`src/hw/rtl/insertion_sorter_defines.svh`:
```
// ----------------------------------------------------------------------------
// insertion_sorter_defines
// Assertion macros used by the insertion sorter top level.
// ----------------------------------------------------------------------------
`ifndef INSERTION_SORTER_DEFINES_SVH
`define INSERTION_SORTER_DEFINES_SVH

// Consequent must hold in the same cycle as the antecedent.
`define ISORT_ASSERT_SAME(lbl, ante, cons, msg) \
    lbl: assert property (@(posedge i_clk) disable iff (!i_rst_n) (ante) |-> (cons)) \
        else $error(msg);

// Consequent must hold in the cycle after the antecedent.
`define ISORT_ASSERT_NEXT(lbl, ante, cons, msg) \
    lbl: assert property (@(posedge i_clk) disable iff (!i_rst_n) (ante) |=> (cons)) \
        else $error(msg);

`endif

```
`src/hw/rtl/isort_pkg.sv`:
```
// ----------------------------------------------------------------------------
// isort_pkg
// Types and constants shared by the insertion sorter modules.
// ----------------------------------------------------------------------------
package isort_pkg;

    localparam int DATA_W          = 32;
    localparam int SWAP_W          = 11;
    localparam int MAX_ENTRIES_DEF = 64;
    localparam int GRP_SIZE        = 8;

    typedef enum logic [1:0] {
        ST_LOAD,
        ST_SETTLE,
        ST_EMIT
    } t_isort_state;

    typedef struct packed {
        logic ins;
        logic pop;
    } t_isort_cmd;

    typedef struct packed {
        logic last_entry;
    } t_isort_sts;

endpackage

```
`src/hw/rtl/isort_ctrl.sv`:
```
// ----------------------------------------------------------------------------
// isort_ctrl
// Controller: loads a run, waits for the swap count to settle, then drains.
// ----------------------------------------------------------------------------
module isort_ctrl import isort_pkg::*; (
    input  logic       i_clk,
    input  logic       i_rst_n,
    input  logic       i_in_valid,
    input  logic       i_in_last,
    input  logic       i_out_ready,
    input  t_isort_sts i_sts,
    output logic       o_in_ready,
    output logic       o_out_valid,
    output t_isort_cmd o_cmd
);

    t_isort_state r_state;
    t_isort_state n_state;

    always_ff @(posedge i_clk) begin
        if (!i_rst_n) begin
            r_state <= ST_LOAD;
        end else begin
            r_state <= n_state;
        end
    end

    always_comb begin
        n_state = r_state;
        case (r_state)
            ST_LOAD: begin
                if (i_in_valid && i_in_last) begin
                    n_state = ST_SETTLE;
                end
            end
            ST_SETTLE: begin
                n_state = ST_EMIT;
            end
            ST_EMIT: begin
                if (i_out_ready && i_sts.last_entry) begin
                    n_state = ST_LOAD;
                end
            end
            default: begin
                n_state = ST_LOAD;
            end
        endcase
    end

    always_comb begin
        o_in_ready  = 1'b0;
        o_out_valid = 1'b0;
        o_cmd       = '0;
        case (r_state)
            ST_LOAD: begin
                o_in_ready = 1'b1;
                o_cmd.ins  = i_in_valid;
            end
            ST_SETTLE: begin
                o_cmd = '0;
            end
            ST_EMIT: begin
                o_out_valid = 1'b1;
                o_cmd.pop   = i_out_ready;
            end
            default: begin
                o_cmd = '0;
            end
        endcase
    end

endmodule

```
`config.mk`:
```
export PLATFORM = sky130hd
export DESIGN_NAME = isort_ctrl
export DESIGN_NICKNAME = d
export VERILOG_FILES = /design/src/hw/rtl/insertion_sorter_defines.svh /design/src/hw/rtl/isort_pkg.sv /design/src/hw/rtl/isort_ctrl.sv
export SDC_FILE = /design/constraint.sdc
export NUM_CORES = 1
export LEC_CHECK = 0
export ABC_AREA = 0
export BUFFER_PORTS_ARGS = -buffer_cell sky130_fd_sc_hd__buf_4
export CORE_AREA = 2 2 39 41
export DETAILED_ROUTE_END_ITERATION = 12
export DIE_AREA = 0 0 41 43
export GPL_TIMING_DRIVEN = 0
export HOLD_SLACK_MARGIN = 0.03
export PLACE_DENSITY = 0.3
export SYNTH_ARGS = -nofsm -noshare
export SYNTH_HDL_FRONTEND = slang
export SYNTH_SLANG_ARGS = --single-unit
```
`constraint.sdc`:
```
create_clock -name i_clk -period 1.25 [get_ports i_clk]
set_input_delay 0.125 -clock i_clk [delete_from_list [all_inputs] [get_ports i_clk]]
set_output_delay 0.125 -clock i_clk [all_outputs]
set_load 0.01 [all_outputs]
```
# --- Word level (Yosys, flattened, before mapping) ---
# Index checks and enable logic that the tools add are counted.
totals:
  ff_bits: 2
  in_bits: 6
  out_inout_bits: 4
  wordCells: 16
op_classes:
  n_eq_ne: 4
  mux: 7
  reduce_logical: 4
ops:
  columns: ["op", "count"]
  rows:
  - ["2-bit case mux with 3 select lines", 1]
  - ["1-bit two-way mux", 4]
  - ["2-bit two-way mux", 2]
  - ["2-bit inequality test, second input constant", 2]
  - ["2-bit by 1-bit == test with 1-bit output, second input constant", 1]
  - ["2-bit == test, second input constant", 1]
  - ["1-bit logical AND", 2]
  - ["2-bit logical NOT", 1]
  - ["2-bit AND reduction", 1]

# --- Longest topological paths before layout ---
# Gate-level depths: netlist of run 1.
depth:
  word_depth: 3
  mapped_depth: 3
  ltp_nobuf: 3

# --- Least setup slack after synthesis of run 1 ---
# OpenSTA, ideal clock, no wires.
synth_timing:
  kind: "reg2reg"
  start: "reg r_state[0]"
  end: "reg r_state[0]"
  setup_ns: 0.060
  arrival_ns: 0.810
  path_slack_ns: 0.381
  path_stages_with_launch: 4
  n_path_buf: 0
  synth_period_minus_slack_ns: 0.869
  path_cell_list: "dfxtp_1 -> nor2_2 -> and2_1 -> and3_1"
synth_via:
  elab_chain_cells: 3
synth_rtl:
  columns: ["item", "line", "text"]
  rows:
  - ["from (decl)", "isort_ctrl.sv:17", "t_isort_state r_state;"]
  - ["from (signal assigned)", "isort_ctrl.sv:24", "r_state <= n_state;"]
  - ["2-bit == test or 2-bit logical NOT (tied branches)", "isort_ctrl.sv:30", "case (r_state)"]
  - ["2-bit inequality test (no source line)", null, null]
  - ["2-bit AND reduction (no source line)", null, null]
# Parallel ways exist; a longest one is shown, timed or not.
# A chain may end at the register's enable or synchronous reset.

==> results of run 1 <==
==> placed cells by master, fill, tap and decap left out <==
cell      instances
nor2b_1           2
and2_1            2
nand2_1           1
clkbuf_4          3
a21oi_1           1
and2b_1           1
and3_1            1
dfxtp_1           2
buf_4            10
nor2_2            1
==> layout make-up <==
cell class              count  area (sq um)  area share
repair buffers             10          75.1       0.355
clock buffers               3          22.5       0.107
multi-input cells           9          53.8       0.254
well taps                  16          20.0      0.0947
flip-flops and latches      2          40.0       0.189
==> critical path: cells and delay by family (launching register included) <==
kind          cells  cell delay [ps]
simple gates      2              370
flops             1              340
buf+inv           1              140
==> synth_stat cells, drive strengths merged <==
library cell / count / area share
nand2: 1 / 0.040
dfxtp: 2 / 0.43
and3: 1 / 0.067
and2: 2 / 0.13
a21oi: 1 / 0.053
and2b: 1 / 0.080
nor2: 1 / 0.067
nor2b: 2 / 0.13
==> kinds of logic (layout without fill, tap and decap cells) <==
kind of cell           after synthesis  in the layout  share of synthesized area
AND/OR/NAND/NOR                      8              8                      0.520
buffers and inverters                0             13                          0
AO/OA/AOI/OAI                        1              1                     0.0533
flip-flops                           2              2                      0.427
==> power by group through the flow <==
stage	Sequential (uW)	Combinational, uW	Clock [uW]
after CTS	69.2	40.4	154
after floorplan	69.8	14.7	0
after global routing	69.9	45.6	159
final	69.3	41.4	144
after global placement	70.0	39.1	0
after detailed placement	70.1	40.4	0
==> what timing repair did <==
item,4_1_cts,5_1_grt
setup buffers,0,1
setup endpoints to repair,0,1
hold buffers,0,0
==> worst paths after layout <==
path,end,slack (ps)
worst max register to register,r_state[1],390
worst max-delay path,o_cmd[0],60
worst min register to register,r_state[1],600
worst min-delay path,r_state[1],120
==> stage by stage <==
step	total power, uW	cell area, sq um	setup WS, ps	std cells
after CTS	264	204	50.4	39
final	255	211	61.2	40
after global placement	109	181	310	36
after global routing	274	211	3.24	40
after detailed placement	110	181	296	36
after floorplan	84.5	93.8	381	11
==> routing by layer <==
metal,wire (microns),track usage,part of all wire
met4,12,0.0600,0.040
met5,0,0,0
met1,137,0.0575,0.45
met2,83,0.0438,0.27
met3,69,0.0471,0.23
==> flow_summary.toml, run 1 <==
[route]
final_antenna_net_count = 0
wl_microns = 303
vias_per_cell = 3.13
vias = 125
drt_iter0_drc = 0
post_drt_wl_per_cell_microns = 7.58
drc = 0
first_pass_iters = 1

[worst_setup_path]
path_class = "reg -> out"
crit_path_end_kind = "output port"
setup.worst_path.start_class = "flip-flop"
path_cells = "and2b_1 > and2_1 > buf_4"
cp_max_fo = 3
worstSetupStartpoint = "r_state[0]"
arrival_ps = 1060
cp_slowest_stage_delay_ps = 340
reg2reg_depth = 3
critPathRequiredTime_ps = 1120
cpMaxStageDelayCell = "dfxtp_1"
worstReg2RegStart = "r_state[0]"

[pwr]
pwr_density_cell_mw_per_mm2 = 1200
cellLeakagePower_uw = 0.000107
p_int_uw = 199
peakVddDrop_uv = 201
swShare = 0.216
p_clk_frac = 0.565
pwr-share-comb = 0.162
p_sw_uw = 55.0
seq_power_share = 0.272

[clock_network]
clk_pin_slew_ps = 30
cts_tree = "done"
cts_buffers = 3
cts-resized-gates = 0
clock_sinks = 2
cts-root-buf = "clkbuf_4"
htree_levels = 1
clk_path_buf_depth = 2
clk_latency_ps = 230

[logic_synthesis]
ys_types = 8
ys_seq_area_frac = 0.427
synth-seq-cells = 2
syn-num-nets = 17
avgSynthCellArea_sq_um = 8.53
synthCells = 11
syn_area_sq_um = 93.8
ys_warn_count = 0

[die]
std_cell_rows = 14
start_util = 0.0678
coreArea_sq_mm = 0.00138
die_area_sq_mm = 0.00176
die_h_microns = 43
ios = 10
die_w_microns = 41

[sta]
max_freq_mhz = 841
slew_violations = 0
finalCritPeriodShare = 0.951
rsz0062_at_grt = "no"
tns_ps = 0
min_period_ps = 1190
setup_violations = 0
final.setup_skew_ps = 2.26
whs_ps = 123
relSlewSlack = 0.910
tightest_slew_ps = 135
finalHoldViolCount = 0

[run_status]
status = "completed"

[global_route]
grt-ovfl-total = 0
grt_pass1_wl_microns = 531
antenna_found_initial = 0
first_global_vias = 134
grt_max_degree = 4
grtUsageTotal = 0.0501

[placed_design]
dp_hpwl_microns = 245
place.port_buffers = 9
place.gp.congestion = 0.524

[run]
cap_viol_max_count = 0

[final_layout]
reg.largest.list = "r_state: 2 flops"
largest_register_ffs = 2
num-fill-cells = 152
drive_above_1_share = 0.583
finalNetCount = 32
syn_to_final_growth_pct = 125
final_util = 0.153
top_register = "r_state"
antenna_cells = 0

[worst_hold_path]
whs_path_depth = 2
hold_start = "i_rst_n"
worst_hold_path_type = "in -> reg"
Power figures use the tool's default switching activity.
==> run 2: changes to the inputs <==
RECOVER_POWER = 100   (was not set)
==> run 2 against run 1 <==
Effect of this change:
- clock skew stayed put
- core utilization is 0.45 points lower
- via count stayed put
- sequential power is 0.6% lower
- total power is 1.2% lower
- critical path depth stayed put
- worst setup slack better by 22 ps
- sequential cell count stayed put
- critical endpoint unchanged
- largest power group unchanged
==> flow_summary.toml, run 2 (same netlist as run 1, synthesis figures left out) <==
[final_layout]
syn_to_final_growth_pct = 119
drive_above_1_share = 0.500
reg.largest.list = "r_state: 2 flops"
final_util = 0.148
multi_input_area_sq_um = 51.3
num-fill-cells = 153
finalNetCount = 32
top_register = "r_state"
ff_latch_area_sq_um = 40.0
layout_common_cells = "buf_4, clkbuf_4, nor2b_1, dfxtp_1"
antenna_cells = 0
largest_register_ffs = 2
final_common_cell = "buf_4"

[pwr]
peakVddDrop_uv = 201
pwr_density_cell_mw_per_mm2 = 1230
cellLeakagePower_uw = 0.000101

[run]
cap_viol_max_count = 0

[clock_network]
cts_tree = "done"
clk_path_buf_depth = 2
cts_buffers = 3
htree_levels = 1
cts-resized-gates = 0
clk_latency_ps = 230
cts_hold_buf = 0
cts-root-buf = "clkbuf_4"
clk_pin_slew_ps = 30
post_cts_buffers = 0
clock_sinks = 2

[placed_design]
dp_hpwl_microns = 245
place.port_buffers = 9
place.gp.congestion = 0.524
pre_cts_ws_ps = 296

[route]
drc = 0
vias_per_cell = 3.13
final_antenna_net_count = 0
drt_iter0_drc = 0
first_pass_iters = 1
post_drt_wl_per_cell_microns = 7.70
vias = 125
wl_microns = 308

[global_route]
grt_max_degree = 4
antenna_found_initial = 0
grtUsageTotal = 0.0501
grt_pass1_wl_microns = 531
first_global_vias = 134
grt-ovfl-total = 0

[sta]
slew_violations = 0
min_period_ps = 1170
rsz0062_at_grt = "no"
finalCritPeriodShare = 0.934
final.setup_skew_ps = 2.26
max_freq_mhz = 857
tns_ps = 0
finalWorstSetupSlack_ps = 83.0
setup_violations = 0
tightest_slew_ps = 135
finalHoldViolCount = 0
relSlewSlack = 0.910

[worst_setup_path]
cp_top_family = "simple AND/OR/NAND/NOR gates"
arrival_ps = 1040
setup.worst_path.start_class = "flip-flop"
cp_slowest_stage_delay_ps = 320
path_class = "reg -> out"
cp_max_fo = 3
path_buf_inv = 1
crit_path_end_kind = "output port"
critPathRequiredTime_ps = 1120
path_cells = "and2b_1 > and2_1 > buf_4"
cpMaxStageDelayCell = "dfxtp_1"

[die]
coreArea_sq_mm = 0.00138
die_area_sq_mm = 0.00176
start_util = 0.0678
die_w_microns = 41
die_h_microns = 43
std_cell_rows = 14
ios = 10

[run_status]
status = "completed"

[worst_hold_path]
worst_hold_path_type = "in -> reg"
-- run 2: cell count changes in the layout (fill, tap and decap cells not counted) --
cell,before,now
buf_4,10,8
and2_0,0,1
nor2_2,1,0
nor2_1,0,1
clkbuf_4,3,4
and2_1,2,1
clkbuf_1,0,1
-- run 2: layer usage --
layer / GRT usage / vias up / part of all wire
met5: 0 / - / 0
met2: 0.0438 / 12 / 0.27
met1: 0.0575 / 50 / 0.46
met4: 0.0600 / 0 / 0.039
li1: - / 61 / -
met3: 0.0471 / 2 / 0.23
-- run 2: area by class of cell --
type / count / share of cell area
Sequential cell: 2 / 0.195
Clock buffer: 3 / 0.110
Timing Repair Buffer: 10 / 0.348
Multi-Input combinational cell: 9 / 0.250
Tap cell: 16 / 0.0976
-- run 2: power breakdown --
group / internal (uW) / switching [uW]
Combinational: 23.4 / 15.3
Sequential: 67.2 / 1.65
Clock: 106 / 37.8
Total: 197 / 54.8
-- run 2: final timing paths --
check,end,cells past startpoint,slack [ps],from
worst max-delay path,o_cmd[0],3,80,r_state[0]
worst min-delay path,r_state[1],2,120,i_rst_n
worst max register to register,r_state[0],3,380,r_state[1]
worst min register to register,r_state[1],3,590,r_state[1]
-- run 2: worst reg2reg max path, stage by stage, from the launching register on --
cell,delay (ps)
dfxtp_1,330
nor2_1,60
and2_0,180
and3_1,180
-- run 2: stage by stage --
step	cells	hold WS [ps]	total power (uW)	area [sq um]
finish	40	123	251	205
global placement	36	345	109	181
CTS	39	117	264	204
floorplan	11	253	84.5	93.8
global route	40	134	271	205
detailed placement	36	356	110	181
